--- config.mk ---
export PLATFORM = sky130hd
export DESIGN_NAME = zero_run_line_decoder_core
export DESIGN_NICKNAME = d
export VERILOG_FILES = /design/src/hdl/zrld_pkg.sv /design/src/hdl/zrld_front.sv /design/src/hdl/zrld_cmd_fifo.sv /design/src/hdl/zrld_back.sv /design/src/hdl/zero_run_line_decoder_core.sv
export SDC_FILE = /design/constraint.sdc
export NUM_CORES = 1
export LEC_CHECK = 0
export BUFFER_PORTS_ARGS = -buffer_cell sky130_fd_sc_hd__buf_2
export CORE_UTILIZATION = 25
export CTS_CLUSTER_SIZE = 8
export DETAILED_ROUTE_END_ITERATION = 8
export PLACE_DENSITY = 0.49
export REMOVE_ABC_BUFFERS = 1
export SLEW_MARGIN = 20
export SYNTH_ARGS = -nofsm -noshare
export SYNTH_HDL_FRONTEND = slang
export SYNTH_SLANG_ARGS = --single-unit
--- constraint.sdc ---
create_clock -name i_clk -period 6.3 [get_ports i_clk]
set_input_delay 0.315 -clock i_clk [delete_from_list [all_inputs] [get_ports i_clk]]
set_output_delay 0.315 -clock i_clk [all_outputs]
set_load 0.02 [all_outputs]
--- src/hdl/zrld_pkg.sv ---
// Shared types and constants of the zero-run line decoder.
// Used by every module of the decoder; depends on nothing.
`timescale 1ns / 1ps

package zrld_pkg;

    localparam int unsigned CFG_IDX_W  = 1;
    localparam int unsigned CFG_DATA_W = 12;
    localparam int unsigned DIM_W      = 12;
    localparam int unsigned LEN_W      = 9;
    localparam int unsigned FLT_W      = 2;

    localparam logic [CFG_IDX_W-1:0] CFG_FRAME_WIDTH  = 1'b0;
    localparam logic [CFG_IDX_W-1:0] CFG_FRAME_HEIGHT = 1'b1;

    localparam logic [FLT_W-1:0] FAULT_OK      = 2'd0;
    localparam logic [FLT_W-1:0] FAULT_MARGIN  = 2'd1;
    localparam logic [FLT_W-1:0] FAULT_OVERRUN = 2'd2;

    // Depth of the command queue between front and back.
    localparam int unsigned QDEPTH = 4;
    localparam int unsigned QPTR_W = $clog2(QDEPTH);
    localparam int unsigned QCNT_W = $clog2(QDEPTH + 1);

    typedef enum logic [1:0] {
        PH_LEFT,
        PH_RIGHT,
        PH_INNER,
        PH_COUNT
    } t_phase;

    typedef struct packed {
        logic [7:0]       pix;
        logic [LEN_W-1:0] len;
        logic             line_end;
        logic             frame_end;
        logic [FLT_W-1:0] fault;
    } t_run;

    // One decoded item: one or two runs.
    typedef struct packed {
        logic two;
        t_run run0;
        t_run run1;
    } t_cmd;

    typedef struct packed {
        logic full;
        logic empty;
    } t_q_stat;

endpackage

--- src/hdl/zrld_front.sv ---
// Front end of the decoder: accepts coded bytes, tracks the line phase and
// turns each byte into zero, one or two runs. Depends on zrld_pkg.
`timescale 1ns / 1ps

module zrld_front (
    input  logic                             i_clk,
    input  logic                             i_rst_n,
    input  logic                             i_cfg_we,
    input  logic [zrld_pkg::CFG_IDX_W-1:0]   i_cfg_idx,
    input  logic [zrld_pkg::CFG_DATA_W-1:0]  i_cfg_data,
    input  logic                             i_push,
    input  logic [7:0]                       i_code_byte,
    input  zrld_pkg::t_q_stat                i_q_stat,
    output logic                             o_full,
    output logic                             o_cmd_wr,
    output zrld_pkg::t_cmd                   o_cmd
);

    logic [zrld_pkg::DIM_W-1:0] r_width, r_height;
    zrld_pkg::t_phase           r_phase, n_phase;
    logic [7:0]                 r_left, n_left, r_right, n_right;
    logic [zrld_pkg::DIM_W-1:0] r_inner, n_inner, r_lines, n_lines;

    logic                             w_acc;
    logic [zrld_pkg::DIM_W:0]         w_ld_inc;
    logic                             w_fe;
    logic [zrld_pkg::DIM_W-1:0]       w_ld_fin;
    logic [8:0]                       w_msum;
    logic [zrld_pkg::DIM_W-1:0]       w_msum_x, w_inner_new;
    logic [zrld_pkg::LEN_W-1:0]       w_cnt_run;
    logic                             w_end_inner;
    logic [7:0]                       w_pix;
    logic [zrld_pkg::LEN_W-1:0]       w_len;
    logic [zrld_pkg::FLT_W-1:0]       w_flt;
    logic [zrld_pkg::DIM_W-1:0]       w_rem;
    logic                             w_has;

    assign o_full = i_q_stat.full;
    assign w_acc  = i_push && !i_q_stat.full;

    // Line counter step shared by every path that closes a line.
    assign w_ld_inc = {1'b0, r_lines} + {{zrld_pkg::DIM_W{1'b0}}, 1'b1};
    assign w_fe     = w_ld_inc[zrld_pkg::DIM_W]
                   || (w_ld_inc[zrld_pkg::DIM_W-1:0] >= r_height);
    assign w_ld_fin = w_fe ? '0 : w_ld_inc[zrld_pkg::DIM_W-1:0];

    assign w_msum      = {1'b0, r_left} + {1'b0, i_code_byte};
    assign w_msum_x    = {3'b000, w_msum};
    assign w_inner_new = r_width - w_msum_x;
    assign w_cnt_run   = {1'b0, i_code_byte} + 9'd1;

    always_comb begin
        n_phase     = r_phase;
        n_left      = r_left;
        n_right     = r_right;
        n_inner     = r_inner;
        n_lines     = r_lines;
        w_has       = 1'b0;
        o_cmd       = '0;
        w_end_inner = 1'b0;
        w_pix       = 8'd0;
        w_len       = '0;
        w_flt       = zrld_pkg::FAULT_OK;
        w_rem       = r_inner;
        unique case (r_phase)
            zrld_pkg::PH_LEFT: begin
                n_left  = i_code_byte;
                n_phase = zrld_pkg::PH_RIGHT;
            end
            zrld_pkg::PH_RIGHT: begin
                n_right = i_code_byte;
                if (w_msum_x > r_width) begin
                    n_lines = w_ld_fin;
                    n_phase = zrld_pkg::PH_LEFT;
                    w_has   = 1'b1;
                    o_cmd.run0.line_end  = 1'b1;
                    o_cmd.run0.frame_end = w_fe;
                    o_cmd.run0.fault     = zrld_pkg::FAULT_MARGIN;
                end else begin
                    n_inner = w_inner_new;
                    if (w_inner_new != '0) begin
                        n_phase = zrld_pkg::PH_INNER;
                        if (r_left != 8'd0) begin
                            w_has         = 1'b1;
                            o_cmd.run0.len = {1'b0, r_left};
                        end
                    end else begin
                        n_lines = w_ld_fin;
                        n_phase = zrld_pkg::PH_LEFT;
                        w_has   = 1'b1;
                        if (r_left != 8'd0 && i_code_byte != 8'd0) begin
                            // Both margin runs carry the frame end flag here.
                            o_cmd.two            = 1'b1;
                            o_cmd.run0.len       = {1'b0, r_left};
                            o_cmd.run0.frame_end = w_fe;
                            o_cmd.run1.len       = {1'b0, i_code_byte};
                            o_cmd.run1.line_end  = 1'b1;
                            o_cmd.run1.frame_end = w_fe;
                        end else begin
                            // Only one margin, or an empty line marker.
                            o_cmd.run0.len       = {1'b0, r_left | i_code_byte};
                            o_cmd.run0.line_end  = 1'b1;
                            o_cmd.run0.frame_end = w_fe;
                        end
                    end
                end
            end
            zrld_pkg::PH_INNER: begin
                if (i_code_byte == 8'd0) begin
                    n_phase = zrld_pkg::PH_COUNT;
                end else begin
                    w_end_inner = 1'b1;
                    w_pix       = i_code_byte;
                    w_len       = 9'd1;
                    w_rem       = r_inner - 12'd1;
                end
            end
            zrld_pkg::PH_COUNT: begin
                w_end_inner = 1'b1;
                n_phase     = zrld_pkg::PH_INNER;
                if ({3'b000, w_cnt_run} > r_inner) begin
                    // The inner remainder is below the run here, so it fits.
                    w_len = r_inner[zrld_pkg::LEN_W-1:0];
                    w_flt = zrld_pkg::FAULT_OVERRUN;
                    w_rem = '0;
                end else begin
                    w_len = w_cnt_run;
                    w_rem = r_inner - {3'b000, w_cnt_run};
                end
            end
            default: begin
                n_phase = zrld_pkg::PH_LEFT;
            end
        endcase

        if (w_end_inner) begin
            n_inner         = w_rem;
            w_has           = 1'b1;
            o_cmd.run0.pix  = w_pix;
            o_cmd.run0.len  = w_len;
            o_cmd.run0.fault = w_flt;
            if (w_rem == '0) begin
                n_lines = w_ld_fin;
                n_phase = zrld_pkg::PH_LEFT;
                if (r_right != 8'd0) begin
                    o_cmd.two            = 1'b1;
                    o_cmd.run1.len       = {1'b0, r_right};
                    o_cmd.run1.line_end  = 1'b1;
                    o_cmd.run1.frame_end = w_fe;
                end else begin
                    o_cmd.run0.line_end  = 1'b1;
                    o_cmd.run0.frame_end = w_fe;
                end
            end
        end
    end

    assign o_cmd_wr = w_acc && w_has;

    always_ff @(posedge i_clk) begin
        if (!i_rst_n) begin
            r_width  <= '0;
            r_height <= '0;
        end else if (i_cfg_we) begin
            if (i_cfg_idx == zrld_pkg::CFG_FRAME_WIDTH) begin
                r_width <= i_cfg_data;
            end else begin
                r_height <= i_cfg_data;
            end
        end
    end

    always_ff @(posedge i_clk) begin
        if (!i_rst_n) begin
            r_phase <= zrld_pkg::PH_LEFT;
            r_left  <= '0;
            r_right <= '0;
            r_inner <= '0;
            r_lines <= '0;
        end else if (w_acc) begin
            r_phase <= n_phase;
            r_left  <= n_left;
            r_right <= n_right;
            r_inner <= n_inner;
            r_lines <= n_lines;
        end
    end

endmodule

--- src/hdl/zrld_cmd_fifo.sv ---
// Short command queue between the decoder front and back ends.
// Depends on zrld_pkg for the command type and depth.
`timescale 1ns / 1ps

module zrld_cmd_fifo (
    input  logic               i_clk,
    input  logic               i_rst_n,
    input  logic               i_wr,
    input  zrld_pkg::t_cmd     i_cmd,
    input  logic               i_rd,
    output zrld_pkg::t_cmd     o_cmd,
    output zrld_pkg::t_q_stat  o_stat
);

    zrld_pkg::t_cmd                r_mem [zrld_pkg::QDEPTH];
    logic [zrld_pkg::QPTR_W-1:0]   r_wp, r_rp;
    logic [zrld_pkg::QCNT_W-1:0]   r_cnt, n_cnt;

    assign o_stat.full  = (r_cnt == zrld_pkg::QCNT_W'(zrld_pkg::QDEPTH));
    assign o_stat.empty = (r_cnt == '0);
    assign o_cmd        = r_mem[r_rp];

    always_comb begin
        n_cnt = r_cnt;
        case ({i_wr, i_rd})
            2'b10:   n_cnt = r_cnt + 1'b1;
            2'b01:   n_cnt = r_cnt - 1'b1;
            default: n_cnt = r_cnt;
        endcase
    end

    always_ff @(posedge i_clk) begin
        if (i_wr) begin
            r_mem[r_wp] <= i_cmd;
        end
    end

    always_ff @(posedge i_clk) begin
        if (!i_rst_n) begin
            r_wp  <= '0;
            r_rp  <= '0;
            r_cnt <= '0;
        end else begin
            r_cnt <= n_cnt;
            if (i_wr) begin
                r_wp <= r_wp + 1'b1;
            end
            if (i_rd) begin
                r_rp <= r_rp + 1'b1;
            end
        end
    end

endmodule

--- src/hdl/zrld_back.sv ---
// Back end of the decoder: takes commands from the queue and presents their
// runs one at a time in an output register. Depends on zrld_pkg.
`timescale 1ns / 1ps

module zrld_back (
    input  logic               i_clk,
    input  logic               i_rst_n,
    input  zrld_pkg::t_q_stat  i_q_stat,
    input  zrld_pkg::t_cmd     i_cmd,
    output logic               o_cmd_rd,
    input  logic               i_pop,
    output logic               o_empty,
    output zrld_pkg::t_run     o_run
);

    logic           r_valid, n_valid;
    logic           r_pend_valid, n_pend_valid;
    zrld_pkg::t_run r_out, n_out, r_pend, n_pend;
    logic           w_take;

    assign w_take  = !r_valid || i_pop;
    assign o_empty = !r_valid;
    assign o_run   = r_out;

    always_comb begin
        n_valid      = r_valid;
        n_pend_valid = r_pend_valid;
        n_out        = r_out;
        n_pend       = r_pend;
        o_cmd_rd     = 1'b0;
        if (w_take) begin
            if (r_pend_valid) begin
                n_out        = r_pend;
                n_valid      = 1'b1;
                n_pend_valid = 1'b0;
            end else if (!i_q_stat.empty) begin
                o_cmd_rd     = 1'b1;
                n_out        = i_cmd.run0;
                n_valid      = 1'b1;
                n_pend       = i_cmd.run1;
                n_pend_valid = i_cmd.two;
            end else begin
                n_valid = 1'b0;
            end
        end
    end

    always_ff @(posedge i_clk) begin
        r_out  <= n_out;
        r_pend <= n_pend;
    end

    always_ff @(posedge i_clk) begin
        if (!i_rst_n) begin
            r_valid      <= 1'b0;
            r_pend_valid <= 1'b0;
        end else begin
            r_valid      <= n_valid;
            r_pend_valid <= n_pend_valid;
        end
    end

endmodule

--- src/hdl/zero_run_line_decoder_core.sv ---
// Top level of the zero-run line decoder: front end, command queue, back end.
// Depends on zrld_pkg, zrld_front, zrld_cmd_fifo and zrld_back.
`timescale 1ns / 1ps

// Channel   Direction  Handshake          Payload
// coded in  input      push / full        i_code_byte
// runs out  output     empty / pop        o_pixel_value, o_run_length, o_line_end,
//                                         o_frame_end, o_fault
// config    input      i_cfg_we           i_cfg_idx, i_cfg_data
//
// One coded byte is accepted per cycle whenever the four-entry command queue has
// room; a byte yields zero, one or two runs, and the back end delivers one run per
// cycle while pop is held, so sustained input rate is one byte per cycle unless
// two-run bytes pile up. The first run of a byte passes through the queue and the
// output register; a second run waits in a pending register for the next pop.
// Reset is synchronous and active low; it clears the line state, the queue and
// the output valid flags, with no clearing pass. A stalled output holds its run while
// the queue absorbs the front end's work until it fills and full is raised.

module zero_run_line_decoder_core (
    input  logic                             i_clk,
    input  logic                             i_rst_n,
    input  logic                             i_cfg_we,
    input  logic [zrld_pkg::CFG_IDX_W-1:0]   i_cfg_idx,
    input  logic [zrld_pkg::CFG_DATA_W-1:0]  i_cfg_data,
    input  logic                             push,
    output logic                             full,
    input  logic [7:0]                       i_code_byte,
    output logic                             empty,
    input  logic                             pop,
    output logic [7:0]                       o_pixel_value,
    output logic [zrld_pkg::LEN_W-1:0]       o_run_length,
    output logic                             o_line_end,
    output logic                             o_frame_end,
    output logic [zrld_pkg::FLT_W-1:0]       o_fault
);

    zrld_pkg::t_q_stat w_q_stat;
    zrld_pkg::t_cmd    w_wr_cmd, w_rd_cmd;
    logic              w_wr, w_rd;
    zrld_pkg::t_run    w_run;

    // The front end decodes the line structure and writes one command per
    // byte that produces output; bytes that yield no run write nothing.
    zrld_front u_front (
        .i_clk       (i_clk),
        .i_rst_n     (i_rst_n),
        .i_cfg_we    (i_cfg_we),
        .i_cfg_idx   (i_cfg_idx),
        .i_cfg_data  (i_cfg_data),
        .i_push      (push),
        .i_code_byte (i_code_byte),
        .i_q_stat    (w_q_stat),
        .o_full      (full),
        .o_cmd_wr    (w_wr),
        .o_cmd       (w_wr_cmd)
    );

    // The queue decouples decoding from delivery so either side may stall.
    zrld_cmd_fifo u_fifo (
        .i_clk   (i_clk),
        .i_rst_n (i_rst_n),
        .i_wr    (w_wr),
        .i_cmd   (w_wr_cmd),
        .i_rd    (w_rd),
        .o_cmd   (w_rd_cmd),
        .o_stat  (w_q_stat)
    );

    // The back end splits two-run commands and holds the oldest run for pop.
    zrld_back u_back (
        .i_clk    (i_clk),
        .i_rst_n  (i_rst_n),
        .i_q_stat (w_q_stat),
        .i_cmd    (w_rd_cmd),
        .o_cmd_rd (w_rd),
        .i_pop    (pop),
        .o_empty  (empty),
        .o_run    (w_run)
    );

    assign o_pixel_value = w_run.pix;
    assign o_run_length  = w_run.len;
    assign o_line_end    = w_run.line_end;
    assign o_frame_end   = w_run.frame_end;
    assign o_fault       = w_run.fault;

    // A margin fault is reported as an empty transparent line-ending run.
    a_margin_fault : assert property (@(posedge i_clk) disable iff (!i_rst_n)
        !empty && (o_fault == zrld_pkg::FAULT_MARGIN)
        |-> (o_run_length == '0) && o_line_end && (o_pixel_value == 8'd0))
        else $error("malformed margin fault run");

    // An empty run exists only as a line marker, and a colored pixel is a single pixel.
    a_run_shape : assert property (@(posedge i_clk) disable iff (!i_rst_n)
        !empty && (o_pixel_value != 8'd0) |-> (o_run_length == 9'd1))
        else $error("colored run longer than one pixel");

    a_empty_line : assert property (@(posedge i_clk) disable iff (!i_rst_n)
        !empty && (o_run_length == '0) |-> o_line_end)
        else $error("empty run that does not end a line");

endmodule

==> impl_metrics.tcl <==
set metrics [dict create \
    hold_viol 0 \
    drt-pass1-iter-count 5 \
    synth_most_common_cell "edfxtp_1" \
    via_per_inst 4.692 \
    syn-cell-area_mm2 0.01158 \
    r2r-start "u_front.r_left[0]$_SDFFE_PN0P_" \
    synthToLayoutAreaGrowth_pct 16.98 \
    gr-usage-all-layers 0.1240 \
    overflow 0 \
    initial_utilization 0.2546 \
    maxSlewViolCount 0 \
    htree_levels 2 \
    fmax_ghz 0.1814 \
    maxSlewHeadroom 0.3842 \
    n_fill_cell 4722 \
    cp-start-kind "flip-flop" \
    die_area_mm2 0.04717 \
    slowest_delay_ps 440 \
    r2r-end "u_fifo.r_cnt[2]$_SDFFE_PN0P_" \
    rr_worst_depth 21 \
    clk_path_buf_depth 3 \
    cp_data_required_time_ps 6730 \
    hold_start "i_cfg_data[10]" \
    setup_ws_ps 787.1 \
    p_total_uw 4975 \
    routabilityCongestion 0.8545 \
    ys.flop_type "edfxtp_1" \
    postSynth.asyncResetShare 0 \
    grt_pass1_vias 8000 \
    postCtsSetupBuffers 0 \
    synth_cells 1038 \
    drc 0 \
    cp_top_family "adder cells" \
    hold-path-endpoint "u_front.r_width[10]$_SDFFE_PN0P_" \
    die_h_um 217.2 \
    final.period_utilization 0.8751 \
    routed_wl_um 29110 \
    synthDistinctLibCells 64 \
    max_cap_viol_count 0 \
    status "complete, no violations" \
    cts_hold_buf 0 \
    final_area_mm2 0.01354 \
    io_pins 49 \
    synth_common_cells "edfxtp_1, nand2_1, a21oi_1" \
    die_w_um 217.2 \
    synth_top_area_frac 0.4020 \
    min_path_cells 3 \
    cp-end-kind "flip-flop" \
    grt_pass1_wl_um 45660 \
    rows 78 \
    drt_iter0_drc 527 \
    grt_setup_unrepaired "no" \
    worst_pin_slew_ps 921.3 \
    multiInputGateArea_mm2 0.005037 \
    path_max_fanout 7 \
    wire_per_inst_um 16.95 \
    num-nets-final 1181 \
    cpMostUsedCell "a21oi_1" \
    worst_clock_skew_ps 25.74 \
    critPathKind "reg -> reg" \
    core_area_mm2 0.04548 \
    synth-edff-count 155 \
    yosys-top-cells-area "edfxtp_1, dfxtp_1, mux4_2, ha_1, a21oi_1" \
    numClockSinks 232 \
    synth_warnings 0 \
    diodes 0 \
    cp_num_buf_inv 1 \
    regArea_mm2 0.006197 \
    cts_tree "yes" \
    power.density_mw_per_mm2 367.3 \
    rrSetupSlack_ps 790 \
    cts_buffers 35 \
    antenna_found_initial 2 \
    place.port_buffers 48 \
    ys_seq_elements 232 \
    path_cells "ha_1, fa_1, a21o_1, a21oi_1, o21bai_1, a21oi_1, xnor2_1, ha_1, a21oi_1, nand2_1, o21ai_0, mux2i_1, nor2_1, nor4_1, buf_4, a21oi_1, ha_1, fa_1, xnor2_1, or3_1, a21oi_1" \
    vdd_drop_max_mv 0.1528 \
    setup_violations 0 \
    vias 8056 \
    setup_tns_ps 0 \
    place_area_mm2 0.01254 \
    yosysSeqAreaShare 0.5352 \
    arrival_ps 5950 \
    cts_resized 0 \
    synthDominantAreaCellType "edfxtp_1" \
    syn-mean-instance-area_um2 11.15 \
    postRouteAntennaNets 0 \
    slowest_stage "fa_1" \
    drive_gt1_frac 0.1441 \
    hold_class "in -> reg" \
    grt_max_degree 52 \
    clk_latency_ps 520 \
    path_clk_slew_ps 60 \
    place_ws_ps 685.1 \
    leakagePower_uw 0.004813 \
    cts-root-buf "clkbuf_16" \
    dpl.hpwl_um 20170 \
    fin_crit_ps 5513 \
]
-- area by class of cell --
type	instances	share of cell area
well taps	600	0.05543
inverters	53	0.01469
clock buffers	55	0.07095
repair buffers	64	0.02661
multi-input cells	710	0.3720
clock inverters	3	0.002772
flip-flops and latches	232	0.4576
-- worst register-to-register path, cell delays in order, from the launching register on --
cell and delay [ps]:
dfxtp_1 350, ha_1 230, fa_1 430, a21o_1 170
a21oi_1 230, o21bai_1 90, a21oi_1 230, xnor2_1 190
ha_1 310, a21oi_1 200, nand2_1 70, o21ai_0 420
mux2i_1 240, nor2_1 90, nor4_1 320, buf_4 190
a21oi_1 230, ha_1 380, fa_1 440, xnor2_1 150
or3_1 310, a21oi_1 160
-- per-layer routing --
metal	wire length [µm]	GRT usage	share of wire	vias up
li1	-	-	-	3927
met1	13730	0.1718	0.47	3872
met2	13190	0.1947	0.45	197
met3	1451	0.02348	0.050	58
met4	725	0.03779	0.025	2
met5	12	0	0.00041	-
-- worst max path at each step --
stage                     cells after the start  slack, ps                      endpoint                           start
after floorplan                              17        750  u_fifo.r_mem[0][0]$_DFFE_PP_  u_front.r_left[1]$_SDFFE_PN0P_
after global placement                       22        790  u_fifo.r_cnt[2]$_SDFFE_PN0P_                  i_code_byte[0]
after detailed placement                     22        690  u_fifo.r_cnt[2]$_SDFFE_PN0P_                  i_code_byte[0]
after CTS                                    21        810  u_fifo.r_cnt[2]$_SDFFE_PN0P_  u_front.r_left[0]$_SDFFE_PN0P_
after global routing                         21        330  u_fifo.r_cnt[2]$_SDFFE_PN0P_  u_front.r_left[0]$_SDFFE_PN0P_
final                                        21        790  u_fifo.r_cnt[2]$_SDFFE_PN0P_  u_front.r_left[0]$_SDFFE_PN0P_
-- sequential cells by signal, indices dropped and copies added (netlist names), 2 cells and up, named ones only --
name / cells
u_front.r_lines: 12
u_front.r_height: 12
u_fifo.r_wp: 2
u_front.r_left: 8
u_back.o_run: 21
u_front.r_inner: 12
u_back.r_pend: 10
u_fifo.r_rp: 2
u_fifo.r_cnt: 3
u_front.r_width: 12
u_fifo.r_mem: 124
u_front.r_phase: 2
u_front.r_right: 8
-- cells by family after synthesis --
group,count (synthesis),share of synthesized area
mux,48,0.07619
buf+inv,96,0.03188
compound gates,218,0.1149
flops,232,0.5352
xor+xnor,47,0.03556
fa+ha+maj,59,0.06636
simple gates,338,0.1400
-- cells in the final DEF (no fill, tap or decap), types with 8 or more instances in the layout --
master	count
a21oi_1	107
a22o_1	8
buf_2	48
buf_4	16
clkbuf_1	19
clkbuf_16	35
dfxtp_1	76
edfxtp_1	155
ha_1	55
inv_1	52
mux2_2	11
mux4_2	31
nand2_1	115
nand2b_1	15
nand3_1	23
nor2_1	80
nor2b_1	21
nor3_1	20
nor4_1	12
o211ai_1	12
o21ai_0	26
o22ai_1	16
or3_1	14
xnor2_1	30
xor2_1	17
-- where the power goes --
part	leakage, µW	internal (µW)	switching [µW]
sequential	0.00211	1890	86.0
clock	0.000479	1040	664
combinational	0.00223	490	806
total	0.00481	3420	1560
-- through the flow --
step / util / std cells / hold slack, ps
finish: 0.2978 / 1717 / 61.28
global placement: 0.2758 / 1659 / 444.5
detailed placement: 0.2758 / 1659 / 450.3
floorplan: - / 995 / 436.3
CTS: 0.2978 / 1717 / 48.00
global route: 0.2978 / 1717 / 57.54
(Power assumes the default switching activity.)
